**src/design/yawpid_pkg.sv**
```systemverilog
// ----------------------------------------------------------------------------
// yawpid_pkg
// Shared widths, register indexes and reset values for the yaw heading PID.
// ----------------------------------------------------------------------------
package yawpid_pkg;

  localparam int unsigned AngleBitsDef = 16;
  localparam int unsigned SumBitsDef   = 32;

  localparam int unsigned FieldW    = 16;
  localparam int unsigned GainW     = 24;
  localparam int unsigned LimitW    = 15;
  localparam int unsigned DeadbandW = 11;
  localparam int unsigned FracBits  = 16;

  localparam int unsigned CfgIdxW  = 3;
  localparam int unsigned CfgDataW = 24;

  typedef enum logic [CfgIdxW-1:0] {
    REG_PROP_GAIN    = 3'd0,
    REG_INTEG_GAIN   = 3'd1,
    REG_DERIV_GAIN   = 3'd2,
    REG_OUTPUT_LIMIT = 3'd3,
    REG_DEADBAND     = 3'd4
  } cfg_idx_e;

  typedef struct packed {
    logic signed [GainW-1:0] prop_gain;
    logic signed [GainW-1:0] integ_gain;
    logic signed [GainW-1:0] deriv_gain;
    logic [LimitW-1:0]       output_limit;
    logic [DeadbandW-1:0]    deadband;
  } cfg_t;

  localparam logic signed [GainW-1:0] PropGainRst    = 24'sd14746;
  localparam logic signed [GainW-1:0] IntegGainRst   = 24'sd0;
  localparam logic signed [GainW-1:0] DerivGainRst   = 24'sd44;
  localparam logic [LimitW-1:0]       OutputLimitRst = 15'd2458;
  localparam logic [DeadbandW-1:0]    DeadbandRst    = 11'd18;

endpackage

```
**src/design/yawpid_mult.sv**
```systemverilog
// ----------------------------------------------------------------------------
// yawpid_mult
// Gain products; the error sum is split at the binary point for the I term.
// ----------------------------------------------------------------------------
module yawpid_mult #(
  parameter int unsigned ANGLE_BITS = yawpid_pkg::AngleBitsDef,
  parameter int unsigned SUM_BITS   = yawpid_pkg::SumBitsDef,
  localparam int unsigned GainW     = yawpid_pkg::GainW,
  localparam int unsigned FracBits  = yawpid_pkg::FracBits,
  localparam int unsigned ShW       = (SUM_BITS > FracBits + 1) ? SUM_BITS - FracBits : 1
) (
  input  logic                                 clk_i,
  input  logic                                 rst_ni,
  input  yawpid_pkg::cfg_t                     cfg_i,
  input  logic                                 valid_i,
  output logic                                 ready_o,
  input  logic signed [ANGLE_BITS-1:0]         err_i,
  input  logic signed [ANGLE_BITS:0]           diff_i,
  input  logic signed [SUM_BITS-1:0]           sum_i,
  input  logic                                 settled_i,
  output logic                                 valid_o,
  input  logic                                 ready_i,
  output logic signed [GainW+ANGLE_BITS-1:0]   prod_p_o,
  output logic signed [GainW+ANGLE_BITS:0]     prod_d_o,
  output logic signed [GainW+FracBits:0]       prod_l_o,
  output logic signed [GainW+ShW-1:0]          prod_h_o,
  output logic signed [ANGLE_BITS-1:0]         err_o,
  output logic                                 settled_o
);

  logic                                 v_q, load_rdy, load;
  logic signed [GainW-1:0]              kp, ki, kd;
  logic signed [SUM_BITS-1:0]           sh_full;
  logic signed [ShW-1:0]                sh;
  logic signed [FracBits:0]             sl;
  logic signed [GainW+ANGLE_BITS-1:0]   prod_p_q, prod_p_d;
  logic signed [GainW+ANGLE_BITS:0]     prod_d_q, prod_d_d;
  logic signed [GainW+FracBits:0]       prod_l_q, prod_l_d;
  logic signed [GainW+ShW-1:0]          prod_h_q, prod_h_d;
  logic signed [ANGLE_BITS-1:0]         err_q;
  logic                                 settled_q;

  assign load_rdy = !v_q || ready_i;
  assign load     = load_rdy && valid_i;
  assign ready_o  = load_rdy;

  assign kp = cfg_i.prop_gain;
  assign ki = cfg_i.integ_gain;
  assign kd = cfg_i.deriv_gain;

  always_comb begin
    sh_full  = sum_i >>> FracBits;
    sh       = sh_full[ShW-1:0];
    sl       = $signed({1'b0, sum_i[FracBits-1:0]});
    prod_p_d = kp * err_i;
    prod_d_d = kd * diff_i;
    prod_l_d = ki * sl;
    prod_h_d = ki * sh;
  end

  always_ff @(posedge clk_i or negedge rst_ni) begin
    if (!rst_ni) begin
      v_q <= 1'b0;
    end else if (load_rdy) begin
      v_q <= valid_i;
    end
  end

  always_ff @(posedge clk_i) begin
    if (load) begin
      prod_p_q  <= prod_p_d;
      prod_d_q  <= prod_d_d;
      prod_l_q  <= prod_l_d;
      prod_h_q  <= prod_h_d;
      err_q     <= err_i;
      settled_q <= settled_i;
    end
  end

  assign valid_o   = v_q;
  assign prod_p_o  = prod_p_q;
  assign prod_d_o  = prod_d_q;
  assign prod_l_o  = prod_l_q;
  assign prod_h_o  = prod_h_q;
  assign err_o     = err_q;
  assign settled_o = settled_q;

endmodule

```
**config.mk**
```make
export PLATFORM = sky130hd
export DESIGN_NAME = yawpid_mult
export DESIGN_NICKNAME = d
export VERILOG_FILES = /design/src/design/yawpid_pkg.sv /design/src/design/yawpid_mult.sv
export SDC_FILE = /design/constraint.sdc
export NUM_CORES = 2
export LEC_CHECK = 0
export ABC_AREA = 1
export CAP_MARGIN = 20
export CORE_MARGIN = 5
export CORE_UTILIZATION = 62
export DETAILED_ROUTE_END_ITERATION = 8
export DONT_BUFFER_PORTS = 1
export MAX_ROUTING_LAYER = met4
export PLACE_DENSITY = 0.78
export SLEW_MARGIN = 0
export SYNTH_ARGS = -nofsm -noshare
export SYNTH_HDL_FRONTEND = slang
export SYNTH_SLANG_ARGS = --single-unit
export TNS_END_PERCENT = 5
```
**constraint.sdc**
```tcl
create_clock -name clk_i -period 14.2 [get_ports clk_i]
set_input_delay 0 -clock clk_i [delete_from_list [all_inputs] [get_ports clk_i]]
set_output_delay 0 -clock clk_i [all_outputs]
set_load 0.05 [all_outputs]
```
==> metrics.cfg <==
[outcome]
status = finished clean

[sta]
setup_tns_ns = 0
hold_viol = 0
max_freq_ghz = 0.184
rsz0062_at_grt = no
relSlewSlack_pct = 26.8
setup_ws_ns = 8.77
post-route-period-util_pct = 38.2
finalSetupViolCount = 0
worst_clock_skew_ns = 0.0154
drv_slew = 0
worst_pin_slew_ns = 1.10
period_minus_slack_ns = 5.43

[placement]
dp_hpwl_mm = 139
gp_congestion = 0.975
dp_slack_ns = 8.29
portBuffers = 0

[logic_synthesis]
yosysSeqAreaShare_pct = 8.13
syn-cell-area_um2 = 66400
postSynthAreaPerCell_um2 = 7.81
yosysWarnings = 0
synth_ff_type = edfxtp_1
ys_types = 35
ys_ff_latch = 180
synth_edf_count = 179
async_reset_ff_share_pct = 0.556
synth_cells = 8512
synthesis.nets = 10600

[worst_setup_path]
critPathLaunchType = input port
cp-end-kind = flip-flop
critPathArrivalTime_ns = 5.76
path_class = in -> reg
required_ns = 14.53
reg2reg_slack_ns = 11.23
cp_max_fo = 25

[cells_and_area]
area_growth_pct = 2.67
nNetsFinal = 10400
drive_gt1_share_pct = 1.25
utilization_pct = 63.9
final_common_cell = inv_1
final_cell_mix = inv_1, nand2_1, fa_1, ha_1, nor2_1

[route]
wl_per_cell_um = 17.5
dr.first_iter.drc_count = 3521
drc = 0
vias_per_cell = 5.28
wirelength_mm = 170
num_vias = 51300
antenna_left = 0
first_pass_iters = 6

[clock_network]
htreeDepth = 4
cts_resized = 0
cts_hold_buf = 45
cts_buffers = 17
clk_latency_ns = 0.53
cts_post_setup_buffers_inserted = 0
clk_path_buf_depth = 2
clk_pin_slew_ns = 0.10
cts_num_sinks = 180
cts-root-buf = clkbuf_16
cts_tree = built

[global_routing]
grt_pass1_wl_mm = 283
grt_pass1_vias = 55700
antenna_found_initial = 0
grt_overflow = 0
grt_max_degree = 76
grt_usage_pct = 32.2

[floorplan]
die-area_um2 = 114000
num_rows = 120
core_um2 = 107000
start_util_pct = 62.2
fp.dieH_um = 337
dieWidth_um = 337
io_pins = 349

[min_path]
hp-class = in -> reg

[run]
max-cap-violations = 0

## cell usage after synthesis, drive strengths merged, types with 13 or more instances
library cell  instances  area (um2)
ha                  396        4950
clkbuf              291        1090
nand4                26         163
o21bai               36         270
inv                2735       10300
nor2                337        1290
nand3               181         956
nand3b               13        97.6
xor2                 88         771
edfxtp              179        5380
nor3                 23         170
nand2              2492        9390
xnor2                15         131
o21ai                25         125
a21oi               114         578
or2                  17         109
fa                 1526       30500
## routing by layer
layer | global-route usage, % | vias up | wire length, um
met3 | 5.54 | 418 | 13800
met5 | - | - | 0
li1 | - | 23200 | -
met4 | 10.8 | 0 | 6050
met1 | 41.4 | 25500 | 67800
met2 | 52.5 | 2148 | 82700
## worst paths after layout
check | endpoint | from | cells past startpoint
min in group asynchronous | valid_o | rst_ni | 2
max in group asynchronous | valid_o | rst_ni | 2
min | valid_o | ready_i | 3
max reg2reg | prod_d_o[27] | valid_o | 3
min reg2reg | valid_o | valid_o | 2
max | prod_p_o[25] | err_i[15] | 18
## layout make-up
class	count	area, um2
diodes	1	2.50
repair buffers	48	473
flip-flops and latches	180	5400
clock buffers	17	425
multi-input cells	5305	49700
fillers	9109	38500
inverters	2735	10300
well taps	1403	1760
clock inverters	15	203
## kinds of logic (layout without fill, tap and decap cells)
kind of cell,Yosys count,in the layout,synth area share [%]
xor gates and xnor gates,103,103,1.36
buffers and inverters,3027,2815,17.1
adders and majority gates,1922,1922,53.4
AOI/OAI and AO/OA,187,187,1.62
other,0,1,0
and+or+nand+nor,3093,3093,18.4
DFF,180,180,8.13
## worst max-delay path: stages
cell and delay (ns):
inv_1 0.77, nor2_1 0.12, fa_1 0.55, fa_1 0.43, fa_1 0.51, fa_1 0.45, fa_1 0.50, inv_1 0.05
fa_1 0.53, inv_1 0.06, ha_1 0.40, nand2_1 0.13, nor2_1 0.36, nand2_1 0.19, inv_1 0.11, nand3_1 0.08
nand3_1 0.14, xor2_1 0.33
## sequential cells by signal, indices dropped and copies added (netlist names)
name       flops
prod_l_o      41
valid_o        1
prod_h_o      40
settled_o      1
err_o         16
prod_d_o      41
prod_p_o      40
## stage by stage
step	hold WS, ns	cell area (um2)	instances
global route	0.0462	68200	9703
detailed placement	-0.296	67100	9626
finish	0.0315	68200	9704
global placement	-0.296	67100	9626
CTS	0.00642	68200	9703
floorplan	-0.296	66500	8512
Power is not shown: default switching activity piles up to over one toggle a cycle in this logic, so the estimate is an artifact.
