$ cat config.mk
export PLATFORM = sky130hd
export DESIGN_NAME = yawpid_err_flat
export DESIGN_NICKNAME = d
export VERILOG_FILES = /design/src/design/yawpid_pkg.sv /design/src/design/yawpid_if.sv /design/src/design/yawpid_err.sv /design/src/flat_wrapper.sv
export SDC_FILE = /design/constraint.sdc
export NUM_CORES = 1
export LEC_CHECK = 0
export BUFFER_PORTS_ARGS = -buffer_cell sky130_fd_sc_hd__buf_2
export CORE_UTILIZATION = 45
export CTS_CLUSTER_SIZE = 8
export DETAILED_ROUTE_END_ITERATION = 6
export PLACE_DENSITY = 0.78
export RECOVER_POWER = 100
export SYNTH_ARGS = -nofsm -noshare
export SYNTH_HDL_FRONTEND = slang
export SYNTH_SLANG_ARGS = --single-unit
$ cat constraint.sdc
create_clock -name clk_i -period 12.5 [get_ports clk_i]
set_clock_uncertainty 0.2 [all_clocks]
set_input_delay 1.25 -clock clk_i [delete_from_list [all_inputs] [get_ports clk_i]]
set_output_delay 1.25 -clock clk_i [all_outputs]
set_load 0.01 [all_outputs]
$ cat src/design/yawpid_pkg.sv
// ----------------------------------------------------------------------------
// yawpid_pkg
// Shared widths, register indexes and reset values for the yaw heading PID.
// ----------------------------------------------------------------------------
package yawpid_pkg;

  localparam int unsigned AngleBitsDef = 16;
  localparam int unsigned SumBitsDef   = 32;

  localparam int unsigned FieldW    = 16;
  localparam int unsigned GainW     = 24;
  localparam int unsigned LimitW    = 15;
  localparam int unsigned DeadbandW = 11;
  localparam int unsigned FracBits  = 16;

  localparam int unsigned CfgIdxW  = 3;
  localparam int unsigned CfgDataW = 24;

  typedef enum logic [CfgIdxW-1:0] {
    REG_PROP_GAIN    = 3'd0,
    REG_INTEG_GAIN   = 3'd1,
    REG_DERIV_GAIN   = 3'd2,
    REG_OUTPUT_LIMIT = 3'd3,
    REG_DEADBAND     = 3'd4
  } cfg_idx_e;

  typedef struct packed {
    logic signed [GainW-1:0] prop_gain;
    logic signed [GainW-1:0] integ_gain;
    logic signed [GainW-1:0] deriv_gain;
    logic [LimitW-1:0]       output_limit;
    logic [DeadbandW-1:0]    deadband;
  } cfg_t;

  localparam logic signed [GainW-1:0] PropGainRst    = 24'sd14746;
  localparam logic signed [GainW-1:0] IntegGainRst   = 24'sd0;
  localparam logic signed [GainW-1:0] DerivGainRst   = 24'sd44;
  localparam logic [LimitW-1:0]       OutputLimitRst = 15'd2458;
  localparam logic [DeadbandW-1:0]    DeadbandRst    = 11'd18;

endpackage

$ cat src/design/yawpid_if.sv
// ----------------------------------------------------------------------------
// yawpid interfaces
// Valid/ready channels for heading items, result items and register writes.
// ----------------------------------------------------------------------------
interface yawpid_in_if;
  logic                                  valid;
  logic                                  ready;
  logic signed [yawpid_pkg::FieldW-1:0]  target_angle;
  logic signed [yawpid_pkg::FieldW-1:0]  measured_yaw;

  modport source (output valid, output target_angle, output measured_yaw, input ready);
  modport sink   (input valid, input target_angle, input measured_yaw, output ready);
endinterface


$ cat src/design/yawpid_err.sv
// ----------------------------------------------------------------------------
// yawpid_err
// Input register, wrapped heading error, error difference, saturating sum.
// ----------------------------------------------------------------------------
module yawpid_err #(
  parameter int unsigned ANGLE_BITS = yawpid_pkg::AngleBitsDef,
  parameter int unsigned SUM_BITS   = yawpid_pkg::SumBitsDef
) (
  input  logic                                 clk_i,
  input  logic                                 rst_ni,
  yawpid_in_if.sink                            in_i,
  input  logic [yawpid_pkg::DeadbandW-1:0]     deadband_i,
  output logic                                 valid_o,
  input  logic                                 ready_i,
  output logic signed [ANGLE_BITS-1:0]         err_o,
  output logic signed [ANGLE_BITS:0]           diff_o,
  output logic signed [SUM_BITS-1:0]           sum_o,
  output logic                                 settled_o
);

  localparam int unsigned FieldW = yawpid_pkg::FieldW;
  localparam int unsigned DiffW  = (ANGLE_BITS > FieldW + 1) ? ANGLE_BITS : FieldW + 1;
  localparam int unsigned AccW   = ((SUM_BITS > ANGLE_BITS) ? SUM_BITS : ANGLE_BITS) + 1;
  localparam int unsigned MagW   = (ANGLE_BITS + 1 > yawpid_pkg::DeadbandW) ?
                                   ANGLE_BITS + 1 : yawpid_pkg::DeadbandW;

  logic                          in_v_q;
  logic signed [FieldW-1:0]      tgt_q, meas_q;
  logic                          v_q;
  logic                          load_rdy, in_rdy, load;
  logic signed [ANGLE_BITS-1:0]  last_q, err_d;
  logic signed [ANGLE_BITS:0]    diff_q, diff_d;
  logic signed [SUM_BITS-1:0]    total_q, total_d;
  logic                          settled_q, settled_d;
  logic signed [FieldW:0]        raw_diff;
  logic signed [DiffW-1:0]       raw_ext;
  logic signed [AccW-1:0]        acc;
  logic signed [ANGLE_BITS:0]    err_ext;
  logic [ANGLE_BITS:0]           mag;

  assign load_rdy   = !v_q || ready_i;
  assign in_rdy     = !in_v_q || load_rdy;
  assign load       = load_rdy && in_v_q;
  assign in_i.ready = in_rdy;

  always_comb begin
    raw_diff = (FieldW + 1)'(tgt_q) - (FieldW + 1)'(meas_q);
    raw_ext  = DiffW'(raw_diff);
    err_d    = raw_ext[ANGLE_BITS-1:0];
    err_ext  = (ANGLE_BITS + 1)'(err_d);
    diff_d   = err_ext - (ANGLE_BITS + 1)'(last_q);
    acc      = AccW'(total_q) + AccW'(err_d);
    if (acc[AccW-1:SUM_BITS-1] == '0 || acc[AccW-1:SUM_BITS-1] == '1) begin
      total_d = acc[SUM_BITS-1:0];
    end else begin
      total_d = {acc[AccW-1], {(SUM_BITS - 1){~acc[AccW-1]}}};
    end
    mag       = err_ext[ANGLE_BITS] ? -err_ext : err_ext;
    settled_d = MagW'(mag) < MagW'(deadband_i);
  end

  always_ff @(posedge clk_i or negedge rst_ni) begin
    if (!rst_ni) begin
      in_v_q  <= 1'b0;
      v_q     <= 1'b0;
      last_q  <= '0;
      total_q <= '0;
    end else begin
      if (in_rdy) begin
        in_v_q <= in_i.valid;
      end
      if (load_rdy) begin
        v_q <= in_v_q;
      end
      if (load) begin
        last_q  <= err_d;
        total_q <= total_d;
      end
    end
  end

  always_ff @(posedge clk_i) begin
    if (in_rdy && in_i.valid) begin
      tgt_q  <= in_i.target_angle;
      meas_q <= in_i.measured_yaw;
    end
    if (load) begin
      diff_q    <= diff_d;
      settled_q <= settled_d;
    end
  end

  // state registers double as the stage payload: they only move when the stage loads
  assign valid_o   = v_q;
  assign err_o     = last_q;
  assign sum_o     = total_q;
  assign diff_o    = diff_q;
  assign settled_o = settled_q;

endmodule

$ cat src/flat_wrapper.sv
// flat-port wrapper written by rule: the top's interface ports become plain ports
module yawpid_err_flat 
#(
  parameter int unsigned ANGLE_BITS = yawpid_pkg::AngleBitsDef,
  parameter int unsigned SUM_BITS   = yawpid_pkg::SumBitsDef
)
  (clk_i, rst_ni, deadband_i, valid_o, ready_i, err_o, diff_o, sum_o, settled_o, in_i_valid, in_i_target_angle, in_i_measured_yaw, in_i_ready);
  yawpid_in_if in_i_i ();
  input  logic clk_i;
  input  logic rst_ni;
  input  logic [yawpid_pkg::DeadbandW-1:0] deadband_i;
  output logic valid_o;
  input  logic ready_i;
  output logic signed [ANGLE_BITS-1:0] err_o;
  output logic signed [ANGLE_BITS:0] diff_o;
  output logic signed [SUM_BITS-1:0] sum_o;
  output logic settled_o;
  input wire logic [$bits(in_i_i.valid)-1:0] in_i_valid;
  input wire logic [$bits(in_i_i.target_angle)-1:0] in_i_target_angle;
  input wire logic [$bits(in_i_i.measured_yaw)-1:0] in_i_measured_yaw;
  output wire logic [$bits(in_i_i.ready)-1:0] in_i_ready;
  assign in_i_i.valid = in_i_valid;
  assign in_i_i.target_angle = in_i_target_angle;
  assign in_i_i.measured_yaw = in_i_measured_yaw;
  assign in_i_ready = in_i_i.ready;
  yawpid_err #(.ANGLE_BITS(ANGLE_BITS), .SUM_BITS(SUM_BITS)) u_core (.clk_i(clk_i), .rst_ni(rst_ni), .in_i(in_i_i), .deadband_i(deadband_i), .valid_o(valid_o), .ready_i(ready_i), .err_o(err_o), .diff_o(diff_o), .sum_o(sum_o), .settled_o(settled_o));
endmodule
==> impl_results.md <==
* Vias in the first global route at about 5.4k
* First-pass GRT wire length at between 20000 and 30000 um
* Final net count at 1020
* Setup tns final at 0 ns
* Largest net degree at the start of global routing at 51
* Relative slew slack at -86.28%
* Via count at 6075
* Htree depth at 3
* Slew Viols, Final at 174
* Compound-cell area share of the yosys netlist at between 20% and 30%
* Final HPWL DP at between 10000 and 15000 um
* Reg2reg end: u_core.sum_o[7]
* Register area share after synthesis at 37.97%
* Layout overhead on the synthesized area at 13.29%
* Slowest cell on crit path: clkbuf_1
* Final GP Congestion at between 0.9 and 1
* GRT Util Overall at about a fifth
* Reg2Reg Depth at 19
* Die W at 128.9 um
* Max cap viols at 4
* Synthesized area at 0.007249 mm^2
* Drc violations at 0
* Syn avg cell area at 9.235 um^2
* I/O Buffers at about 110
* Tightest Pin Transition at 2.794 ns
* Hold-critical path depth at 1
* Core footprint at 0.01583 mm^2
* Post-CTS Setup Inserts at 0
* Ratio of cells with drive above 1 in the final layout at 9.212%
* First-pass detailed-route iteration total at 5
* Crit path launch type: flip-flop
* Critical Path Sink Type: flip-flop
* Chip height at approximately 130 um
* Bufs on Longest Clock Path at 2
* Mux cell area share after synthesis at less than 1%
* Flops & latches, synth at 100
* CTS Sinks at 100
* Clk_lat worst skew at 0.36 ns
* Largest family of logic cells by synthesized area: compound AO/OA/AOI/OAI gates
* Initial DRC count at 403
* Worst-path clk slew at 0.07 ns
* Final hold vios at 0
* CTS Hold Bufs at 0
* CP arrival at 7.72 ns
* Std cell rows at 46
* Worst-path cell chain: ha_1, or4_4, o21ai_2, a21oi_4, a221oi_1, o2111ai_1, a21o_2, xor2_1, inv_1, ha_1, a211oi_1, o21ai_0, nor4b_1, nor4b_1, o211ai_1, and3_1, clkbuf_1, o21ai_4, o21ai_0
* Cts bufs inserted at 9
* CP required at 12.56 ns
* Worst-path maximum fanout at 27
* Outcome: finished with violations
* Vias/cell at 5.439
* Setup violators final at 0
* Netlist cell types at 75
* Initial antenna violation count at 0
* Hold WS at roughly 0.31 ns
* Crit Path Class: flip-flop to flip-flop
* Drt wl/cell at around 15 um
* Ys async rst share at between 50% and 60%
* Simple-gate share of the synthesized area at between 10% and 20%
* ANT nets after route at 0
* Crit-path leading delay family: compound AO/OA/AOI/OAI gates
* Final WL at 16700 um
* Mapped Nets at 909
* CP peak stage delay at 0.73 ns
* Die ar. at about 0.017 mm^2
* Yosys warnings at 0
* Post_cts resized at 0
* CTS tree: done
* EDFF count, synth at 50
* RSZ-0062 raised after global routing: no
* # fillers at 1491
* Hold Crit Class: flip-flop to flip-flop
* I/O Pins at 115
* Main synth FF type: edfxtp_1
* Hold Crit Start: u_core.in_v_q
* Period utilization at 61.25%
* Hold EP: u_core.valid_o
* Peak VDD IR at between 0.1 and 0.15 mV
* Initial Util at 45.80%
* Fmax at 0.1306 GHz
* Most frequent cells in the layout: nand2_1, ha_1, clkbuf_1, o21ai_0
* R2R setup slack at 4.84 ns
* Antenna fix cells at 0
* Mapped Cells at 785
* XOR/XNOR share of the synthesized area at 6.783%
* P per Cell Area at 262.6 mW/mm^2
* Failing checks: max-capacitance violations, max-slew violations
* Minimum clock period at roughly 7.7 ns
* Pleak at about 3.6 nW
* Most common cell after layout, fill and taps aside: nand2_1
* Reg-to-Reg Start: u_core.tgt_q[4]
* Root Driver: clkbuf_16
* Crit path buf inv count at 2
* Synth Area in Adders at 13.74%
* Congestion Overflow GR at 0
-- kinds of logic after synthesis --
| kind of cell | Yosys count |
|---|---|
| muxes | 1 |
| adders and majority gates | 78 |
| buffers and inverters | 89 |
| xor gates and xnor gates | 54 |
| DFF | 100 |
| AOI/OAI and AO/OA | 250 |
| and+or+nand+nor | 213 |
-- area by class of cell --
| type | instances | area [um^2] | share of cell area (%) |
|---|---|---|---|
| inverter | 69 | 259.0 | 3.154 |
| tap | 216 | 270.3 | 3.291 |
| multi-input combinational | 596 | 4111 | 50.06 |
| sequential | 100 | 2753 | 33.52 |
| clock inverter | 5 | 65.06 | 0.7922 |
| timing repair buffer | 120 | 511.7 | 6.231 |
| clock buffer | 11 | 242.7 | 2.956 |
-- stage by stage --
step           utilization [%]  instances  worst slack, ns  power, mW  area, um^2
2_1_floorplan                -        785            7.348      1.560        7249
3_3_place_gp             50.87       1101            6.387      1.869        8051
3_5_place_dp             50.87       1101            6.253      1.885        8051
4_1_cts                  52.81       1117            6.226      2.188        8359
5_1_grt                  51.89       1117            3.946      2.356        8213
6_report                 51.89       1117            4.844      2.157        8213
-- report_power, final --
group / internal (mW) / total [mW] / switching (mW)
sequential: 0.463 / 0.534 / 0.0714
clock: 0.164 / 0.293 / 0.129
combinational: 0.519 / 1.33 / 0.812
-- cells in the mapped netlist (all sizes together) (3+ instances only) --
| library cell | count | share of area, % |
|---|---|---|
| o31ai | 8 | 0.83 |
| nand2b | 11 | 0.95 |
| a21oi | 71 | 5.1 |
| o21ai | 73 | 5.2 |
| o211ai | 7 | 0.72 |
| or4 | 3 | 0.41 |
| nor2 | 45 | 2.3 |
| dfrtp | 50 | 17 |
| nand3 | 15 | 1.0 |
| nor4b | 3 | 0.45 |
| a2111oi | 7 | 0.93 |
| nand4 | 4 | 0.35 |
| or3 | 9 | 0.79 |
| inv | 69 | 3.6 |
| o22ai | 4 | 0.35 |
| or2 | 5 | 0.43 |
| o2111ai | 3 | 0.36 |
| nand2 | 77 | 4.0 |
| o31a | 3 | 0.36 |
| nor4 | 3 | 0.26 |
| and2 | 7 | 0.64 |
| nor2b | 5 | 0.43 |
| ha | 74 | 13 |
| nand3b | 4 | 0.41 |
| a22o | 3 | 0.38 |
| edfxtp | 50 | 21 |
| fa | 3 | 0.83 |
| a21boi | 7 | 0.72 |
| nor3b | 3 | 0.31 |
| a211oi | 11 | 1.1 |
| o21bai | 6 | 0.67 |
| a31oi | 3 | 0.26 |
| a21o | 16 | 1.7 |
| clkbuf | 12 | 0.62 |
| nor3 | 10 | 0.69 |
| and3 | 6 | 0.54 |
| o21a | 13 | 1.3 |
| xnor2 | 31 | 3.7 |
| buf | 8 | 0.53 |
| xor2 | 23 | 3.0 |
-- worst max path at each step --
stage               cells after the start  slack, ns              from          endpoint
floorplan                              22       7.35   u_core.tgt_q[9]  u_core.sum_o[12]
global placement                       21       6.39  u_core.meas_q[1]   u_core.sum_o[2]
detailed placement                     21       6.25  u_core.meas_q[1]  u_core.sum_o[28]
CTS                                    20       6.23  u_core.meas_q[1]  u_core.sum_o[20]
global route                           20       3.95  u_core.meas_q[1]   u_core.sum_o[7]
finish                                 19       4.84   u_core.tgt_q[4]   u_core.sum_o[7]
-- sequential cells by signal, summed over array words and instances, names as in the netlist --
signal            count
u_core.err_o         16
u_core.in_v_q         1
u_core.diff_o        17
u_core.settled_o      1
u_core.valid_o        1
u_core.sum_o         32
u_core.meas_q        16
u_core.tgt_q         16
-- per-layer routing --
layer / part of all wire [%] / GRT usage, % / vias to the layer above
met3: 4.1 / 3.410 / 17
met1: 48 / 27.64 / 2836
li1: - / - / 3062
met2: 46 / 32.43 / 160
met5: 0 / 0 / -
met4: 1.8 / 8.166 / 0
-- worst reg2reg max path: stages (launching register included) --
cell and delay (ns):
edfxtp_1 0.39, ha_1 0.34, or4_4 0.53, o21ai_2 0.09, a21oi_4 0.06, a221oi_1 0.56, o2111ai_1 0.20, a21o_2 0.24
xor2_1 0.55, inv_1 0.63, ha_1 0.59, a211oi_1 0.34, o21ai_0 0.17, nor4b_1 0.48, nor4b_1 0.12, o211ai_1 0.22
and3_1 0.48, clkbuf_1 0.74, o21ai_4 0.35, o21ai_0 0.28
No activity file was read; power rests on OpenSTA's default activity.
