File: src/design/yawpid_pkg.sv
// ----------------------------------------------------------------------------
// yawpid_pkg
// Shared widths, register indexes and reset values for the yaw heading PID.
// ----------------------------------------------------------------------------
package yawpid_pkg;

  localparam int unsigned AngleBitsDef = 16;
  localparam int unsigned SumBitsDef   = 32;

  localparam int unsigned FieldW    = 16;
  localparam int unsigned GainW     = 24;
  localparam int unsigned LimitW    = 15;
  localparam int unsigned DeadbandW = 11;
  localparam int unsigned FracBits  = 16;

  localparam int unsigned CfgIdxW  = 3;
  localparam int unsigned CfgDataW = 24;

  typedef enum logic [CfgIdxW-1:0] {
    REG_PROP_GAIN    = 3'd0,
    REG_INTEG_GAIN   = 3'd1,
    REG_DERIV_GAIN   = 3'd2,
    REG_OUTPUT_LIMIT = 3'd3,
    REG_DEADBAND     = 3'd4
  } cfg_idx_e;

  typedef struct packed {
    logic signed [GainW-1:0] prop_gain;
    logic signed [GainW-1:0] integ_gain;
    logic signed [GainW-1:0] deriv_gain;
    logic [LimitW-1:0]       output_limit;
    logic [DeadbandW-1:0]    deadband;
  } cfg_t;

  localparam logic signed [GainW-1:0] PropGainRst    = 24'sd14746;
  localparam logic signed [GainW-1:0] IntegGainRst   = 24'sd0;
  localparam logic signed [GainW-1:0] DerivGainRst   = 24'sd44;
  localparam logic [LimitW-1:0]       OutputLimitRst = 15'd2458;
  localparam logic [DeadbandW-1:0]    DeadbandRst    = 11'd18;

endpackage

File: src/design/yawpid_if.sv


interface yawpid_out_if;
  logic                                  valid;
  logic                                  ready;
  logic signed [yawpid_pkg::FieldW-1:0]  rate_command;
  logic signed [yawpid_pkg::FieldW-1:0]  heading_error;
  logic                                  settled;

  modport source (output valid, output rate_command, output heading_error, output settled,
                  input ready);
  modport sink   (input valid, input rate_command, input heading_error, input settled,
                  output ready);
endinterface


File: src/design/yawpid_out.sv
// ----------------------------------------------------------------------------
// yawpid_out
// Product sum with floor scaling, then clamp, deadband and result register.
// ----------------------------------------------------------------------------
module yawpid_out #(
  parameter int unsigned ANGLE_BITS = yawpid_pkg::AngleBitsDef,
  parameter int unsigned SUM_BITS   = yawpid_pkg::SumBitsDef,
  localparam int unsigned GainW     = yawpid_pkg::GainW,
  localparam int unsigned FracBits  = yawpid_pkg::FracBits,
  localparam int unsigned ShW       = (SUM_BITS > FracBits + 1) ? SUM_BITS - FracBits : 1
) (
  input  logic                                 clk_i,
  input  logic                                 rst_ni,
  input  logic [yawpid_pkg::LimitW-1:0]        limit_i,
  input  logic                                 valid_i,
  output logic                                 ready_o,
  input  logic signed [GainW+ANGLE_BITS-1:0]   prod_p_i,
  input  logic signed [GainW+ANGLE_BITS:0]     prod_d_i,
  input  logic signed [GainW+FracBits:0]       prod_l_i,
  input  logic signed [GainW+ShW-1:0]          prod_h_i,
  input  logic signed [ANGLE_BITS-1:0]         err_i,
  input  logic                                 settled_i,
  yawpid_out_if.source                         out_o
);

  localparam int unsigned FieldW = yawpid_pkg::FieldW;
  localparam int unsigned PW     = ((GainW + ANGLE_BITS + 1 > GainW + FracBits + 1) ?
                                    GainW + ANGLE_BITS + 1 : GainW + FracBits + 1) + 2;
  localparam int unsigned UW     = ((GainW + ShW > PW - FracBits) ?
                                    GainW + ShW : PW - FracBits) + 1;

  logic                          u_v_q, out_v_q;
  logic                          u_rdy, out_rdy, u_load, out_load;
  logic signed [PW-1:0]          part, part_sh;
  logic signed [UW-1:0]          u_q, u_d;
  logic signed [ANGLE_BITS-1:0]  u_err_q;
  logic                          u_settled_q;
  logic signed [UW-1:0]          lim, clamped;
  logic signed [FieldW-1:0]      rate_q, rate_d;
  logic signed [FieldW-1:0]      heading_q;
  logic                          settled_q;

  assign out_rdy  = !out_v_q || out_o.ready;
  assign u_rdy    = !u_v_q || out_rdy;
  assign u_load   = u_rdy && valid_i;
  assign out_load = out_rdy && u_v_q;
  assign ready_o  = u_rdy;

  always_comb begin
    part    = PW'(prod_p_i) + PW'(prod_d_i) + PW'(prod_l_i);
    part_sh = part >>> FracBits;
    u_d     = UW'(prod_h_i) + UW'(part_sh);
  end

  always_comb begin
    lim = $signed(UW'(limit_i));
    priority if (u_q >= lim) begin
      clamped = lim;
    end else if (u_q <= -lim) begin
      clamped = -lim;
    end else begin
      clamped = u_q;
    end
    rate_d = u_settled_q ? '0 : clamped[FieldW-1:0];
  end

  always_ff @(posedge clk_i or negedge rst_ni) begin
    if (!rst_ni) begin
      u_v_q   <= 1'b0;
      out_v_q <= 1'b0;
    end else begin
      if (u_rdy) begin
        u_v_q <= valid_i;
      end
      if (out_rdy) begin
        out_v_q <= u_v_q;
      end
    end
  end

  always_ff @(posedge clk_i) begin
    if (u_load) begin
      u_q         <= u_d;
      u_err_q     <= err_i;
      u_settled_q <= settled_i;
    end
    if (out_load) begin
      rate_q    <= rate_d;
      heading_q <= FieldW'(u_err_q);
      settled_q <= u_settled_q;
    end
  end

  assign out_o.valid         = out_v_q;
  assign out_o.rate_command  = rate_q;
  assign out_o.heading_error = heading_q;
  assign out_o.settled       = settled_q;

endmodule
File: src/flat_wrapper.sv
// flat-port wrapper written by rule: the top's interface ports become plain ports
module yawpid_out_flat 
#(
  parameter int unsigned ANGLE_BITS = yawpid_pkg::AngleBitsDef,
  parameter int unsigned SUM_BITS   = yawpid_pkg::SumBitsDef,
  localparam int unsigned GainW     = yawpid_pkg::GainW,
  localparam int unsigned FracBits  = yawpid_pkg::FracBits,
  localparam int unsigned ShW       = (SUM_BITS > FracBits + 1) ? SUM_BITS - FracBits : 1
)
  (clk_i, rst_ni, limit_i, valid_i, ready_o, prod_p_i, prod_d_i, prod_l_i, prod_h_i, err_i, settled_i, out_o_valid, out_o_rate_command, out_o_heading_error, out_o_settled, out_o_ready);
  yawpid_out_if out_o_i ();
  input  logic clk_i;
  input  logic rst_ni;
  input  logic [yawpid_pkg::LimitW-1:0] limit_i;
  input  logic valid_i;
  output logic ready_o;
  input  logic signed [GainW+ANGLE_BITS-1:0] prod_p_i;
  input  logic signed [GainW+ANGLE_BITS:0] prod_d_i;
  input  logic signed [GainW+FracBits:0] prod_l_i;
  input  logic signed [GainW+ShW-1:0] prod_h_i;
  input  logic signed [ANGLE_BITS-1:0] err_i;
  input  logic settled_i;
  output wire logic [$bits(out_o_i.valid)-1:0] out_o_valid;
  output wire logic [$bits(out_o_i.rate_command)-1:0] out_o_rate_command;
  output wire logic [$bits(out_o_i.heading_error)-1:0] out_o_heading_error;
  output wire logic [$bits(out_o_i.settled)-1:0] out_o_settled;
  input wire logic [$bits(out_o_i.ready)-1:0] out_o_ready;
  assign out_o_valid = out_o_i.valid;
  assign out_o_rate_command = out_o_i.rate_command;
  assign out_o_heading_error = out_o_i.heading_error;
  assign out_o_settled = out_o_i.settled;
  assign out_o_i.ready = out_o_ready;
  yawpid_out #(.ANGLE_BITS(ANGLE_BITS), .SUM_BITS(SUM_BITS)) u_core (.clk_i(clk_i), .rst_ni(rst_ni), .limit_i(limit_i), .valid_i(valid_i), .ready_o(ready_o), .prod_p_i(prod_p_i), .prod_d_i(prod_d_i), .prod_l_i(prod_l_i), .prod_h_i(prod_h_i), .err_i(err_i), .settled_i(settled_i), .out_o(out_o_i));
endmodule
File: config.mk
export PLATFORM = sky130hd
export DESIGN_NAME = yawpid_out_flat
export DESIGN_NICKNAME = d
export VERILOG_FILES = /design/src/design/yawpid_pkg.sv /design/src/design/yawpid_if.sv /design/src/design/yawpid_out.sv /design/src/flat_wrapper.sv
export SDC_FILE = /design/constraint.sdc
export NUM_CORES = 1
export LEC_CHECK = 0
export BUFFER_PORTS_ARGS = -buffer_cell sky130_fd_sc_hd__buf_2
export CAP_MARGIN = 5
export CORE_MARGIN = 2
export CORE_UTILIZATION = 60
export CTS_CLUSTER_DIAMETER = 60
export DETAILED_ROUTE_END_ITERATION = 12
export GPL_TIMING_DRIVEN = 0
export PLACE_DENSITY_LB_ADDON = 0.3
export SETUP_SLACK_MARGIN = 0.3
export SYNTH_ARGS = -nofsm -noshare
export SYNTH_HDL_FRONTEND = slang
export SYNTH_SLANG_ARGS = --single-unit
File: constraint.sdc
create_clock -name clk_i -period 5.92 [get_ports clk_i]
set_input_delay 0.888 -clock clk_i [delete_from_list [all_inputs] [get_ports clk_i]]
set_output_delay 0.888 -clock clk_i [all_outputs]
set_load 0.01 [all_outputs]
==> run_results.csv, run 1 <==
group,metric,value,unit
run_status,outcome,"complete, no violations",
layout,final_cells,1423,
global_routing,antenna_found_initial,1,
drt,vias,8255,
global_routing,grt.total_usage,24.9,%
timing,tightest_slew,868,ps
timing,rsz0062_at_grt,"true",
job,maxCapViolCount,0,
die,die_area,16700,µm²
place,place.gp.congestion,0.882,
die,die_height,129,µm
setup_path,critical-path-max-stage-delay,570,ps
die,io_pins,233,
place,dp.cells,1364,
setup_path,path_cells,"buf_6 -> fa_1 -> ha_4 -> a21o_1 -> a21o_1 -> a221oi_2 -> o22ai_2 -> nor3b_4 -> o21ai_4 -> and4_4 -> or3_4 -> a31oi_4 -> xnor2_2 -> ha_1 -> buf_4 -> and4_1 -> a221oi_2 -> o21ai_2 -> o41ai_4 -> inv_1 -> a31oi_2 -> xnor2_1",
setup_path,path_class,"in2reg",
die,start_util,61.8,%
setup_path,endpoint_kind,"flop",
place,io_buffers,232,
global_routing,grt_pass1_wl,33.9,mm
drt,wirelength,22.6,mm
yosys,async_reset_ff_share,2.15,%
clocking,clockBufferDepth,2,
die,core_area,15300,µm²
die,chipWidth,129,µm
global_routing,grt_max_degree,42,
clocking,clock-sinks,93,
global_routing,overflow,0,
timing,slew_viol_final,0,
yosys,ys.flop_type,"edfxtp_1",
drt,drc,0,
yosys,synthCells,920,
setup_path,critPathRequiredTime,6000,ps
timing,relSlewSlack,41.7,%
drt,firstDrtPassIters,5,
timing,finalCritPeriodShare,98.4,%
setup_path,cp_num_buf_inv,3,
yosys,synth_top_area_share,29.0,%
clocking,cts-root-buf,"clkbuf_16",
worst_hold_path,hold_class,"in2async",
clocking,cts_tree,"done",
place,hpwl,17.3,mm
layout,postLayoutCoreUtil,79.1,%
yosys,syn_area_per_cell,10.3,µm²
setup_path,critPathTopFamily,"compound AO/OA/AOI/OAI gates",
clocking,cts_max_level,3,
clocking,path_clk_slew,60,ps
power,power_density,357,nW/µm²
drt,postRouteAntennaNets,0,
clocking,cts_buffers,9,
layout,n_fill_cell,974,
setup_path,start_kind,"input port",
die,num_rows,45,
timing,setup_viol,0,
power,leakagePower,5.64,nW
yosys,syn_nets,1301,
yosys,synth_area_leaders,"edfxtp_1 (29%), ha_1 (19%), fa_1 (8.7%), xnor2_1 (5.4%), a21o_1 (4.5%)",
layout,drive_above_1_share,33.2,%
setup_path,cpMaxStageDelayCell,"fa_1",
timing,timing.fmax,172,MHz
setup_path,cp_data_arrival_time,5910,ps
yosys,synthTopCellsByCount,"ha_1 (142), edfxtp_1 (91), a21oi_1 (79)",
power,ir_drop,0.168,mV
layout,synthToLayoutAreaGrowth,28.0,%
yosys,synth-seq-cells,93,
yosys,ys_seq_area_share,29.5,%
yosys,post-synth-top-area-cell,"edfxtp_1",
yosys,netlist_area,9440,µm²
clocking,clock_latency,340,ps
timing,hold_viol_final,0,
setup_path,path_max_fanout,4,
yosys,synth-edff-count,91,
setup_path,reg2reg_slack,2610,ps
drt,wire_per_inst,15.9,µm
yosys,yosys_warnings,0,
drt,drt_iter0_markers,496,
global_routing,grt_pass1_vias,7770,
drt,drt-vias-per-instance,5.80,
layout,final_nets,1587,
timing,fin_crit,5830,ps
yosys,yosysMostFrequentCell,"ha_1",
yosys,ys_types,68,
timing,clock_skew,5.48,ps
==> logic make-up after synthesis <==
group / count (synthesis) / share of synthesized area, %
multiplexers: 11 / 1.19
adder cells (fa/ha/maj): 183 / 27.5
AND/OR/NAND/NOR: 226 / 13.3
buffers and inverters: 71 / 2.97
flip-flops: 93 / 29.5
AO/OA/AOI/OAI: 262 / 18.7
XOR/XNOR: 74 / 6.87
==> through the flow <==
| stage | TNS, ps | worst slack, ps | hold WS [ps] | area (µm²) | power [mW] |
|---|---|---|---|---|---|
| finish | 0 | 94.5 | 327 | 12100 | 4.32 |
| global route | -118 | -84.9 | 314 | 12100 | 4.62 |
| CTS | 0 | 210 | 319 | 11500 | 3.95 |
| detailed placement | -5710 | -622 | 405 | 10900 | 3.23 |
| global placement | -4660 | -593 | 401 | 10900 | 3.17 |
| floorplan | 0 | 272 | 400 | 9480 | 2.73 |
==> cells in the final DEF, fill, tap and decap left out, types with 14 or more instances in the layout <==
master	n
fa_1	41
xor2_1	16
buf_4	38
ha_1	129
edfxtp_1	91
a21oi_1	66
nand2_1	42
nor3_1	23
a21o_1	56
nor2_1	40
nand3_1	14
nand4_1	17
buf_2	230
xnor2_1	54
o21ai_0	23
nor2b_1	20
inv_1	47
==> cell type report <==
cell class / count / area (µm²) / area share [%]
multi-input combinational: 756 / 6910 / 57.2
sequential: 93 / 2780 / 23.0
timing repair buffer: 275 / 1550 / 12.8
tap: 211 / 264 / 2.19
clock buffer: 9 / 225 / 1.86
inverter: 57 / 214 / 1.77
buffer: 14 / 71.3 / 0.591
clock inverter: 7 / 63.8 / 0.528
antenna: 1 / 2.50 / 0.0207
==> worst reg2reg max path, stage by stage (launching register included) <==
cell       delay (ps)
edfxtp_1          420
ha_1              330
nand4_1           180
nor3_1            400
and4_1            300
a41oi_1           210
nand2_1           140
o2bb2ai_2         150
nor2_8            210
buf_4             230
mux2i_1           220
o22ai_1           100
nor2b_1           150
==> flip-flops by register name, indices dropped and copies added (netlist names) <==
signal	flops
u_core.u_err_q	16
u_core.u_q	41
u_core.u_v_q	1
u_core.u_settled_q	1
u_core.out_o.heading_error	16
u_core.out_o.valid	1
u_core.out_o.rate_command	16
u_core.out_o.settled	1
==> path summary, 6_finish.rpt <==
kind,start,end,cells after the start
worst max-delay path,prod_l_i[20],u_core.u_q[36],22
worst min register to register,u_core.u_err_q[0],u_core.out_o.heading_error[0],0
min in group clk_i,u_core.u_err_q[0],u_core.out_o.heading_error[0],0
worst min-delay path,rst_ni,u_core.out_o.valid,1
max in group asynchronous,rst_ni,u_core.u_v_q,1
worst max register to register,u_core.u_q[23],u_core.out_o.rate_command[6],12
==> per-layer routing <==
metal	global-route usage [%]	share of wire [%]
met5	0	0
met4	6.20	2.1
met3	3.96	6.5
met2	43.8	49
met1	32.3	42
==> repair_timing <==
action | in CTS | in global routing
pin swaps | 36 | 54
resized for setup | 39 | 82
buffers inserted | 17 | 25
hold buffers | 0 | 0
endpoints found under the setup margin | 15 | 23
==> power breakdown <==
| group | switching [mW] | internal [mW] | leakage, nW | total [mW] |
|---|---|---|---|---|
| logic | 1.39 | 1.27 | 4.60 | 2.66 |
| registers | 0.121 | 0.991 | 0.900 | 1.11 |
| clock network | 0.222 | 0.324 | 0.141 | 0.546 |
| total | 1.74 | 2.58 | 5.64 | 4.32 |
No activity file was read; power rests on OpenSTA's default activity.
==> run 2: changes to the inputs <==
clock period = 6.75 ns   (was 5.92 ns; I/O delays follow)
==> run 2 against run 1 <==
Effect of this change: sequential share of layout area rose by 1.6 points; clock-buffer cell count rose by 1; setup slack improved by 590 ps; power shrank 20%; sequential power decreased by 13%; cell area is 6.4% lower; largest cell class unchanged; highest routed layer unchanged.
==> run_results.csv, run 2 (synthesis results as in run 1) <==
group,metric,value,unit
global_routing,grt_pass1_wl,34.9,mm
place,dp.cells,1364,
drt,wirelength,21.5,mm
timing,timing.fmax,165,MHz
clocking,path_clk_slew,60,ps
drt,drt-vias-per-instance,5.70,
timing,clock_skew,7.46,ps
timing,fin_crit,6070,ps
setup_path,reg2reg_to,"u_core.out_o.rate_command[5]",
power,p_seq_share,28.2,%
die,chipWidth,129,µm
setup_path,reg2reg_slack,3540,ps
drt,drc,0,
layout,regMostFlops,"u_core.u_q",
timing,rsz0062_at_grt,"true",
clocking,clock_latency,340,ps
layout,multi_input_area,6430,µm²
clocking,cts_tree,"done",
worst_hold_path,hold_class,"reg2reg",
die,start_util,61.8,%
layout,layout_commonest_cell,"buf_2",
layout,seq_area,2780,µm²
clocking,clock-sinks,93,
layout,final_nets,1548,
setup_path,start_kind,"input port",
timing,finalCritPeriodShare,89.9,%
die,die_height,129,µm
layout,drive_above_1_share,24.8,%
die,io_pins,233,
die,die_area,16700,µm²
drt,vias,7877,
drt,firstDrtPassIters,5,
timing,relSlewSlack,41.1,%
power,swShare,39.0,%
setup_path,path_class,"in2reg",
layout,n_fill_cell,1121,
clocking,cts_buffers,9,
setup_path,endpoint_kind,"flop",
power,p_total,3.43,mW
layout,layout_common_cells,"buf_2 (234), ha_1 (142), edfxtp_1 (91)",
layout,synthToLayoutAreaGrowth,19.8,%
global_routing,grt.total_usage,25.8,%
global_routing,overflow,0,
timing,slew_viol_final,0,
drt,postRouteAntennaNets,0,
layout,final_cells,1383,
power,switchingPower,1.34,mW
setup_path,cp_data_arrival_time,6150,ps
setup_path,ff2ff_path_depth,12,
timing,hold_viol_final,0,
place,place.gp.congestion,0.885,
drt,wire_per_inst,15.5,µm
setup_path,r2r-start,"u_core.u_q[22]",
global_routing,grt_pass1_vias,7794,
setup_path,path_max_fanout,4,
global_routing,grt_max_degree,42,
power,clkPwrFrac,16.3,%
clocking,clockBufferDepth,2,
job,maxCapViolCount,0,
setup_path,timing.critical_path.to,"u_core.u_q[34]",
die,core_area,15300,µm²
setup_path,critPathRequiredTime,6840,ps
power,leakagePower,5.36,nW
power,internal_power,2.09,mW
timing,tightest_slew,877,ps
run_status,outcome,"complete, no violations",
global_routing,antenna_found_initial,0,
place,io_buffers,232,
power,ir_drop,0.133,mV
power,power_density,304,nW/µm²
setup_path,crit_path_start,"prod_p_i[4]",
die,num_rows,45,
place,hpwl,18.2,mm
timing,setup_viol,0,
layout,antenna_cells,0,
layout,largest_reg_flops,41,
drt,drt_iter0_markers,471,
clocking,cts_max_level,3,
clocking,cts-root-buf,"clkbuf_16",
power,power_frac_comb,55.5,%
==> run 2: cell count changes in the layout (fill, tap and decap cells not counted), sizes merged <==
cell and delta:
buf -39, bufinv +2, clkbuf +1, clkinv -1, clkinvlp -1, diode -1, inv -1
==> run 2: routing by layer <==
layer | GRT usage (%) | share of wire, % | vias to the layer above
li1 | - | - | 3948
met1 | 32.8 | 44 | 3659
met2 | 45.5 | 49 | 244
met3 | 4.58 | 6.1 | 26
met4 | 7.10 | 1.7 | 0
met5 | 0 | 0 | -
==> run 2: final cells by class <==
type	instances	area share, %
Clock inverter	6	0.985
Multi-Input combinational cell	756	56.9
Sequential cell	93	24.6
Clock buffer	10	2.03
Timing Repair Buffer	236	10.6
Tap cell	211	2.34
Buffer	14	0.598
Inverter	57	1.89
==> run 2: timing repair <==
item / in CTS / in global routing
buffers inserted: 0 / 3
pin swaps: 0 / 2
setup endpoints to repair: 5 / 11
hold buffers: 0 / 0
gates resized for setup: 2 / 15
==> run 2: worst max-delay path, stage by stage <==
cell and delay (ps):
buf_2 90, inv_1 50, fa_1 540, inv_1 40
ha_1 310, and4_1 210, a221oi_2 260, o41ai_2 110
o21ai_0 170, nor3b_4 320, o21ai_2 140, and4_4 200
or3_4 340, a31oi_4 190, xnor2_1 170, ha_1 300
a21o_1 210, a21o_1 190, a221oi_1 390, o21ai_1 170
o41ai_4 340, o21bai_1 110, a21oi_1 180, xnor2_1 90
==> run 2: worst min path at each step <==
stage,startpoint,endpoint,slack [ps],depth (start not counted)
after floorplan,u_core.u_err_q[0],u_core.out_o.heading_error[0],400,0
after global placement,u_core.u_err_q[3],u_core.out_o.heading_error[3],400,0
after detailed placement,u_core.u_err_q[3],u_core.out_o.heading_error[3],400,0
after CTS,u_core.u_err_q[3],u_core.out_o.heading_error[3],410,0
after global routing,rst_ni,u_core.out_o.valid,430,1
final,u_core.u_err_q[3],u_core.out_o.heading_error[3],410,0
==> run 2: metrics by stage <==
stage / hold WS, ps / area, µm² / TNS (ps) / setup slack [ps] / utilization [%]
2_1_floorplan: 400 / 9440 / 0 / 812 / -
3_3_place_gp: 403 / 10900 / -231 / -68.5 / 71.2
3_5_place_dp: 405 / 10900 / -415 / -126 / 71.3
4_1_cts: 412 / 11200 / 0 / 365 / 73.6
5_1_grt: 428 / 11300 / 0 / 294 / 74.1
6_report: 415 / 11300 / 0 / 683 / 74.1
==> run 2: power by group through the flow <==
stage               Sequential, mW  Combinational (mW)  Clock, mW
floorplan                    0.953                1.43          0
finish                       0.970                1.90      0.558
detailed placement           0.980                1.84          0
global placement             0.979                1.79          0
global route                 0.986                2.15      0.590
CTS                          0.969                1.86      0.567
